**src/design/rcw_pkg.sv**
```systemverilog
// Shared types and constants for the Reno congestion window controller.
`default_nettype none

package rcw_pkg;

  // Default sizes of the window and sequence datapaths
  localparam int WINDOW_BITS_DEF = 16;
  localparam int SEQ_BITS_DEF    = 32;

  // Duplicate counter width and saturation value
  localparam int          CNT_BITS = 4;
  localparam logic [3:0]  DUP_MAX  = 4'd15;

  // Window inflation on entry to fast recovery
  localparam int FAST_INFLATE = 3;

  // Configuration register reset values
  localparam logic [15:0] INIT_THR_RESET  = 16'd4096;
  localparam logic [3:0]  DUP_LIMIT_RESET = 4'd3;

  // Configuration register indexes
  localparam logic REG_INIT_THR  = 1'b0;
  localparam logic REG_DUP_LIMIT = 1'b1;

  // Event kind carried on the input tuser
  localparam logic ACT_ACK     = 1'b0;
  localparam logic ACT_TIMEOUT = 1'b1;

  // Congestion control mode
  typedef enum logic [1:0] {
    MODE_SLOW  = 2'd0,
    MODE_AVOID = 2'd1,
    MODE_FAST  = 2'd2
  } mode_e;

endpackage

`default_nettype wire

```
**src/design/rcw_update.sv**
```systemverilog
// Next-state and result logic for one congestion control event.
`default_nettype none

module rcw_update #(
  parameter int WINDOW_BITS = rcw_pkg::WINDOW_BITS_DEF,
  parameter int SEQ_BITS    = rcw_pkg::SEQ_BITS_DEF
) (
  input  logic                          action_i,
  input  logic [31:0]                   ack_number_i,
  input  logic [WINDOW_BITS-1:0]        window_i,
  input  logic [WINDOW_BITS-1:0]        threshold_i,
  input  logic [rcw_pkg::CNT_BITS-1:0]  dup_count_i,
  input  rcw_pkg::mode_e                mode_i,
  input  logic [SEQ_BITS-1:0]           base_i,
  input  logic [3:0]                    dup_limit_i,
  output logic [WINDOW_BITS-1:0]        window_o,
  output logic [WINDOW_BITS-1:0]        threshold_o,
  output logic [rcw_pkg::CNT_BITS-1:0]  dup_count_o,
  output rcw_pkg::mode_e                mode_o,
  output logic [SEQ_BITS-1:0]           base_o,
  output logic                          retransmit_o
);
  import rcw_pkg::*;

  localparam logic [WINDOW_BITS-1:0] WIN_ONE = WINDOW_BITS'(1);
  localparam logic [WINDOW_BITS:0]   WMAX_X  = {1'b0, {WINDOW_BITS{1'b1}}};

  logic [SEQ_BITS-1:0]    base_inc;
  logic                   ack_match;
  logic [WINDOW_BITS-1:0] win_half;
  logic [WINDOW_BITS-1:0] fast_thr;
  logic [WINDOW_BITS:0]   fast_sum;
  logic [WINDOW_BITS-1:0] fast_win;
  logic [WINDOW_BITS:0]   dbl_raw;
  logic [WINDOW_BITS-1:0] dbl_win;
  logic [WINDOW_BITS:0]   inc_raw;
  logic [WINDOW_BITS-1:0] inc_win;
  logic [WINDOW_BITS-1:0] thr_min1;
  logic [CNT_BITS-1:0]    cnt_inc;
  logic [CNT_BITS-1:0]    lim;

  // Shared arithmetic terms
  always_comb begin
    base_inc  = base_i + SEQ_BITS'(1);
    ack_match = (ack_number_i[SEQ_BITS-1:0] == base_inc);
    win_half  = window_i >> 1;
    fast_thr  = (win_half == '0) ? WIN_ONE : win_half;
    fast_sum  = {1'b0, fast_thr} + (WINDOW_BITS+1)'(FAST_INFLATE);
    fast_win  = (fast_sum > WMAX_X) ? '1 : fast_sum[WINDOW_BITS-1:0];
    dbl_raw   = {window_i, 1'b0};
    dbl_win   = (dbl_raw > WMAX_X) ? '1 : dbl_raw[WINDOW_BITS-1:0];
    inc_raw   = {1'b0, window_i} + (WINDOW_BITS+1)'(1);
    inc_win   = (inc_raw > WMAX_X) ? '1 : inc_raw[WINDOW_BITS-1:0];
    thr_min1  = (threshold_i == '0) ? WIN_ONE : threshold_i;
    cnt_inc   = (dup_count_i < DUP_MAX) ? dup_count_i + CNT_BITS'(1) : dup_count_i;
    lim       = (dup_limit_i == '0) ? CNT_BITS'(1) : dup_limit_i;
  end

  // Event decode and state update
  always_comb begin
    window_o     = window_i;
    threshold_o  = threshold_i;
    dup_count_o  = dup_count_i;
    mode_o       = mode_i;
    base_o       = base_i;
    retransmit_o = 1'b0;
    priority if (action_i == ACT_TIMEOUT) begin
      threshold_o  = win_half;
      window_o     = WIN_ONE;
      dup_count_o  = '0;
      mode_o       = MODE_SLOW;
      retransmit_o = 1'b1;
    end else if (!ack_match) begin
      // duplicate acknowledgement
      if (cnt_inc >= lim) begin
        threshold_o  = fast_thr;
        window_o     = fast_win;
        dup_count_o  = '0;
        mode_o       = MODE_FAST;
        retransmit_o = 1'b1;
      end else begin
        dup_count_o = cnt_inc;
      end
    end else begin
      // new acknowledgement: advance base, grow window or leave fast recovery
      dup_count_o = '0;
      base_o      = base_inc;
      unique case (mode_i)
        MODE_SLOW: begin
          if (dbl_win >= threshold_i) begin
            window_o = thr_min1;
            mode_o   = MODE_AVOID;
          end else begin
            window_o = dbl_win;
          end
        end
        MODE_AVOID: window_o = inc_win;
        MODE_FAST: begin
          window_o = thr_min1;
          mode_o   = MODE_AVOID;
        end
        default: ;  // unused code holds window and mode
      endcase
    end
  end

endmodule

`default_nettype wire

```
**src/design/reno_congestion_window_fsm.sv**
```systemverilog
// Top level of the Reno congestion window controller.
//
// Events enter on the s_axis stream: tuser is the event kind (acknowledgement
// or timeout), tdata the acknowledged sequence number. Each event yields one
// result beat on m_axis: tuser flags a retransmit, tdata carries the resend
// point, window, threshold, base and mode after the event.
// An event is captured in an input register; the update logic then runs on
// it and writes the state and the result register together once the result
// register is free, and the result beat is then valid on m_axis. One event
// per cycle is sustained while m_axis does not stall; the limit is the single
// state update per cycle that the window, threshold and base registers allow.
// When m_axis stalls, the result register holds and one further event waits
// in the input register; s_axis_tready drops only when both are full.
// Reset clears both stages, sets window 1, threshold 4096 (clamped to the
// window maximum), base 0, slow start, and loads the register defaults.
// The APB port holds initial_threshold at 0x0 and duplicate_limit at 0x4;
// a written initial_threshold is only stored and read back; it does not set the threshold.
`default_nettype none

module reno_congestion_window_fsm #(
  parameter int WINDOW_BITS = rcw_pkg::WINDOW_BITS_DEF,
  parameter int SEQ_BITS    = rcw_pkg::SEQ_BITS_DEF
) (
  input  logic          clk_i,
  input  logic          rst_ni,
  // APB configuration port
  input  logic          psel,
  input  logic          penable,
  input  logic          pwrite,
  input  logic [2:0]    paddr,
  input  logic [31:0]   pwdata,
  output logic [31:0]   prdata,
  output logic          pready,
  // event stream
  input  logic          s_axis_tvalid,
  output logic          s_axis_tready,
  input  logic [31:0]   s_axis_tdata,   // [31:0] ack_number
  input  logic          s_axis_tuser,   // [0] action
  // result stream
  output logic          m_axis_tvalid,
  input  logic          m_axis_tready,
  // [31:0] resend_from, [47:32] window_size, [63:48] threshold_now,
  // [95:64] base_now, [97:96] mode_now, [103:98] zero
  output logic [103:0]  m_axis_tdata,
  output logic          m_axis_tuser    // [0] retransmit
);
  import rcw_pkg::*;

  localparam logic [WINDOW_BITS-1:0] WIN_ONE = WINDOW_BITS'(1);
  localparam logic [WINDOW_BITS-1:0] WMAX    = '1;
  localparam logic [WINDOW_BITS-1:0] THR_INIT =
      ({16'd0, INIT_THR_RESET} > {32'd0, WMAX}) ? WMAX : WINDOW_BITS'(INIT_THR_RESET);

  // Configuration registers
  logic [15:0] init_thr_q;
  logic [3:0]  dup_limit_q;
  logic        cfg_wr;

  assign pready = 1'b1;
  assign cfg_wr = psel & penable & pwrite;

  always_ff @(posedge clk_i or negedge rst_ni) begin
    if (!rst_ni) begin
      init_thr_q  <= INIT_THR_RESET;
      dup_limit_q <= DUP_LIMIT_RESET;
    end else if (cfg_wr) begin
      unique case (paddr[2])
        REG_INIT_THR:  init_thr_q  <= pwdata[15:0];
        REG_DUP_LIMIT: dup_limit_q <= pwdata[3:0];
      endcase
    end
  end

  always_comb begin
    unique case (paddr[2])
      REG_INIT_THR:  prdata = {16'd0, init_thr_q};
      REG_DUP_LIMIT: prdata = {28'd0, dup_limit_q};
    endcase
  end

  // Input register and handshake
  logic        in_valid_q;
  logic        in_action_q;
  logic [31:0] in_ack_q;
  logic        out_valid_q;
  logic        step;

  assign step          = in_valid_q & (~out_valid_q | m_axis_tready);
  assign s_axis_tready = ~in_valid_q | step;

  always_ff @(posedge clk_i or negedge rst_ni) begin
    if (!rst_ni) begin
      in_valid_q <= 1'b0;
    end else if (s_axis_tready) begin
      in_valid_q <= s_axis_tvalid;
    end
  end

  always_ff @(posedge clk_i) begin
    if (s_axis_tready && s_axis_tvalid) begin
      in_action_q <= s_axis_tuser;
      in_ack_q    <= s_axis_tdata;
    end
  end

  // Congestion state
  logic [WINDOW_BITS-1:0] window_q, window_d;
  logic [WINDOW_BITS-1:0] thr_q, thr_d;
  logic [CNT_BITS-1:0]    cnt_q, cnt_d;
  mode_e                  mode_q, mode_d;
  logic [SEQ_BITS-1:0]    base_q, base_d;
  logic                   rtx_d;

  rcw_update #(
    .WINDOW_BITS (WINDOW_BITS),
    .SEQ_BITS    (SEQ_BITS)
  ) u_update (
    .action_i     (in_action_q),
    .ack_number_i (in_ack_q),
    .window_i     (window_q),
    .threshold_i  (thr_q),
    .dup_count_i  (cnt_q),
    .mode_i       (mode_q),
    .base_i       (base_q),
    .dup_limit_i  (dup_limit_q),
    .window_o     (window_d),
    .threshold_o  (thr_d),
    .dup_count_o  (cnt_d),
    .mode_o       (mode_d),
    .base_o       (base_d),
    .retransmit_o (rtx_d)
  );

  always_ff @(posedge clk_i or negedge rst_ni) begin
    if (!rst_ni) begin
      window_q <= WIN_ONE;
      thr_q    <= THR_INIT;
      cnt_q    <= '0;
      mode_q   <= MODE_SLOW;
      base_q   <= '0;
    end else if (step) begin
      window_q <= window_d;
      thr_q    <= thr_d;
      cnt_q    <= cnt_d;
      mode_q   <= mode_d;
      base_q   <= base_d;
    end
  end

  // Result register
  logic        out_rtx_q;
  logic [31:0] out_resend_q;
  logic [15:0] out_win_q;
  logic [15:0] out_thr_q;
  logic [31:0] out_base_q;
  logic [1:0]  out_mode_q;

  always_ff @(posedge clk_i or negedge rst_ni) begin
    if (!rst_ni) begin
      out_valid_q <= 1'b0;
    end else if (step) begin
      out_valid_q <= 1'b1;
    end else if (m_axis_tready) begin
      out_valid_q <= 1'b0;
    end
  end

  always_ff @(posedge clk_i) begin
    if (step) begin
      out_rtx_q    <= rtx_d;
      out_resend_q <= rtx_d ? 32'(base_q) : 32'd0;
      out_win_q    <= 16'(window_d);
      out_thr_q    <= 16'(thr_d);
      out_base_q   <= 32'(base_d);
      out_mode_q   <= mode_d;
    end
  end

  assign m_axis_tvalid = out_valid_q;
  assign m_axis_tuser  = out_rtx_q;
  assign m_axis_tdata  = {6'd0, out_mode_q, out_base_q, out_thr_q, out_win_q, out_resend_q};

endmodule

`default_nettype wire

```
**config.mk**
```make
export PLATFORM = sky130hd
export DESIGN_NAME = reno_congestion_window_fsm
export DESIGN_NICKNAME = d
export VERILOG_FILES = /design/src/design/rcw_pkg.sv /design/src/design/rcw_update.sv /design/src/design/reno_congestion_window_fsm.sv
export SDC_FILE = /design/constraint.sdc
export NUM_CORES = 1
export LEC_CHECK = 0
export ABC_AREA = 1
export ABC_CLOCK_PERIOD_IN_PS = 4500
export BUFFER_PORTS_ARGS = -buffer_cell sky130_fd_sc_hd__buf_2
export CORE_ASPECT_RATIO = 1.1
export CORE_MARGIN = 10
export CORE_UTILIZATION = 57
export DETAILED_ROUTE_END_ITERATION = 6
export HOLD_SLACK_MARGIN = 0.05
export PLACE_DENSITY = 0.81
export SYNTH_ARGS = -nofsm -noshare
export SYNTH_HDL_FRONTEND = slang
export SYNTH_SLANG_ARGS = --single-unit
export TNS_END_PERCENT = 10
```
**constraint.sdc**
```tcl
create_clock -name clk_i -period 4.5 [get_ports clk_i]
set_input_delay 1.125 -clock clk_i [delete_from_list [all_inputs] [get_ports clk_i]]
set_output_delay 1.125 -clock clk_i [all_outputs]
set_load 0.02 [all_outputs]
```
==> impl_metrics.toml <==
[outcome]
outcome = "finished, final reports clean"

[drt]
wl_per_cell_um = 17.6
wl_um = 38900
ant_nets = 0
vias = 12000
firstDrtPassIters = 5
vias_per_cell = 5.41
drt_first_iter_violations = 944
drc_errors = 0

[yosys]
post-synth-top-area-cell = "edfxtp_1"
synth_top_area_share_pct = 30.3
syn_inst = 1742
ys.flop_type = "edfxtp_1"
synth_seq_cells = 224
yosys-top-cells-count = "nand2_1 (638), inv_1 (185), nor2_1 (163)"
async_flop_share_pct = 41.1
synth_area_um2 = 13100
ys_warn_count = 0
synth.most_common_cell = "nand2_1"
avgSynthCellArea_um2 = 7.51
seq_area_frac_synth_pct = 48.0
yosysUniqueCellTypes = 39
synth.area.top_cells = "edfxtp_1 (30%), nand2_1 (18%), dfrtp_1 (17%), inv_1 (5.3%), nor2_1 (4.7%)"
synth_edf_count = 132

[worst_setup_path]
slowest_stage = "inv_2"
worst-endpoint-arrival_ns = 4.18
startpoint_type = "flip-flop"
cpMostUsedCell = "nand2_1"
crit_required_ns = 4.74
crit_path_max_incr_delay_ns = 0.55
path_max_fanout = 32
critPathBufInv = 1
end_kind = "flip-flop"
path_cells = "ha_1, nand2_2, nor2_4, nand2_1, o21ai_1, nand2_1, nand2_1, nand2_1, nor2_1, nand2_1, nor2_2, nand3_2, nand2_1, nand2_2, inv_2, nor2_1"
criticalPathCategory = "flip-flop to flip-flop"
cpLargestDelayFamily = "simple AND/OR/NAND/NOR gates"

[sta]
drv_slew = 0
finalSetupTns_ns = 0
fin_crit_ns = 3.94
hold_viol = 0
clock.fmax_mhz = 254
setup_viol = 0
worst_pin_slew_ns = 1.03
period_share_pct = 87.6
rsz0062_at_grt = "false"
slew-limit-headroom_pct = 31.6
fin_skew_ns = 0.0207

[finish]
seq_area_um2 = 6270
n_antenna_cell = 0
area_growth_syn_to_layout_pct = 13.9
fill_cells = 1921
finalNonFillerCells = 2213
multiInputGateArea_um2 = 5690
drive_gt1_share_pct = 14.2
final_nets = 1996

[flow_run]
maxCapViolCount = 0

[floorplan]
core.rowCount = 58
die_h_um = 179
initial_core_util_pct = 57.6
io-pin-count = 215
coreArea_um2 = 22700
fp.dieArea_um2 = 29400
fp.dieW_um = 164

[clock_network]
cts_tree = "yes"
hold_buffers = 0
cts_sinks = 224
clk_latency_ns = 0.53
clock_path_buffers = 3
cts_max_level = 1
cts_buffers = 24
cts_root_buf = "clkbuf_16"
path_clk_slew_ns = 0.06
post_cts_resized = 0
cts_setup_buffers = 0

[placement]
place_congestion = 1.04
dpl.cell_count = 2169
port_buffers = 173
dp_hpwl_um = 28100

[worst_hold_path]
min_path_type = "flip-flop to flip-flop"

[grt]
grt_pass1_vias = 11600
grt_use_total_pct = 26.2
grt_max_degree = 89
grt_pass1_wl_um = 61400
grt_antenna_before_repair = 0
globalRoute.totalOverflow = 0

[power_and_ir_drop]
power.static_leakage_nw = 7.35
power_density_nw_per_um2 = 542
irDropWorstVdd_mv = 0.550
## area by class of cell
| class | instances | area share [%] |
|---|---|---|
| tap | 300 | 2.52 |
| sequential | 224 | 42.1 |
| clock inverter | 14 | 0.748 |
| timing repair buffer | 195 | 7.02 |
| clock buffer | 30 | 4.53 |
| inverter | 192 | 4.86 |
| multi-input combinational | 1258 | 38.2 |
## worst reg2reg max path: cells and delay by family (launching register included)
family,cells,cell delay [ns]
adder cells (fa/ha/maj),1,0.22
AO/OA/AOI/OAI,1,0.22
buffers and inverters,1,0.55
flip-flops,1,0.46
AND/OR/NAND/NOR,13,2.20
## power breakdown
part / total (mW) / internal [mW] / switching (mW) / leakage, nW
combinational: 3.26 / 1.03 / 2.23 / 4.46
sequential: 2.86 / 2.58 / 0.279 / 2.51
clock: 1.95 / 1.13 / 0.826 / 0.381
## through the flow
step | cell area [um2] | total power [mW] | setup slack, ns | hold slack [ns] | utilization (%)
floorplan | 13200 | 5.13 | 0.00541 | 0.452 | -
global placement | 14100 | 6.08 | 0.816 | 0.465 | 62.1
detailed placement | 14100 | 6.13 | 0.669 | 0.474 | 62.1
CTS | 14900 | 8.10 | 0.638 | 0.489 | 65.6
global route | 14900 | 8.65 | 0.205 | 0.504 | 65.6
finish | 14900 | 8.07 | 0.558 | 0.484 | 65.6
## flip-flops by register name (all words and copies together) (netlist names), 16 cells and up
signal / flops
out_resend_q: 32
in_ack_q: 32
out_thr_q: 16
thr_q: 16
window_q: 16
out_base_q: 32
out_win_q: 16
init_thr_q: 16
base_q: 32
## layer usage
layer / routed length (um) / GRT usage, %
met1: 14800 / 31.1
met2: 19700 / 46.8
met3: 2790 / 3.38
met4: 1530 / 10.9
met5: 0 / 0
## logic make-up after synthesis
| family | synth area share (%) |
|---|---|
| simple gates | 32.4 |
| buf+inv | 9.14 |
| flops | 48.0 |
| compound gates | 7.55 |
| fa+ha+maj | 2.49 |
| xor+xnor | 0.402 |
| other cells | 0.0574 |
## path summary, 6_finish.rpt
path,startpoint,end,slack (ns),cells after the start
setup / recovery,base_q[0]$_DFFE_PN0P_,out_resend_q[3]$_SDFFCE_PN0P_,0.56,16
hold / removal,dup_limit_q[3]$_DFFE_PN0P_,dup_limit_q[3]$_DFFE_PN0P_,0.48,2
setup reg to reg,base_q[0]$_DFFE_PN0P_,out_resend_q[3]$_SDFFCE_PN0P_,0.56,16
hold reg to reg,dup_limit_q[3]$_DFFE_PN0P_,dup_limit_q[3]$_DFFE_PN0P_,0.48,2
max in group asynchronous,rst_ni,base_q[3]$_DFFE_PN0P_,3.14,2
min in group asynchronous,rst_ni,window_q[6]$_DFFE_PN0P_,0.50,1
## cell usage in the layout (no fill, tap or decap), drive strengths merged, types with 5 or more instances in the layout
cell	Yosys	layout
a21oi	58	58
buf	54	195
clkbuf	35	30
clkinv	2	10
conb	2	23
dfrtp	87	87
dfstp	5	5
edfxtp	132	132
ha	26	26
inv	190	193
nand2	644	644
nand3	115	115
nand3b	23	23
nand4	31	31
nor2	178	178
nor3	7	7
o21ai	125	125
xor2	6	6
No activity file was read; power rests on OpenSTA's default activity.
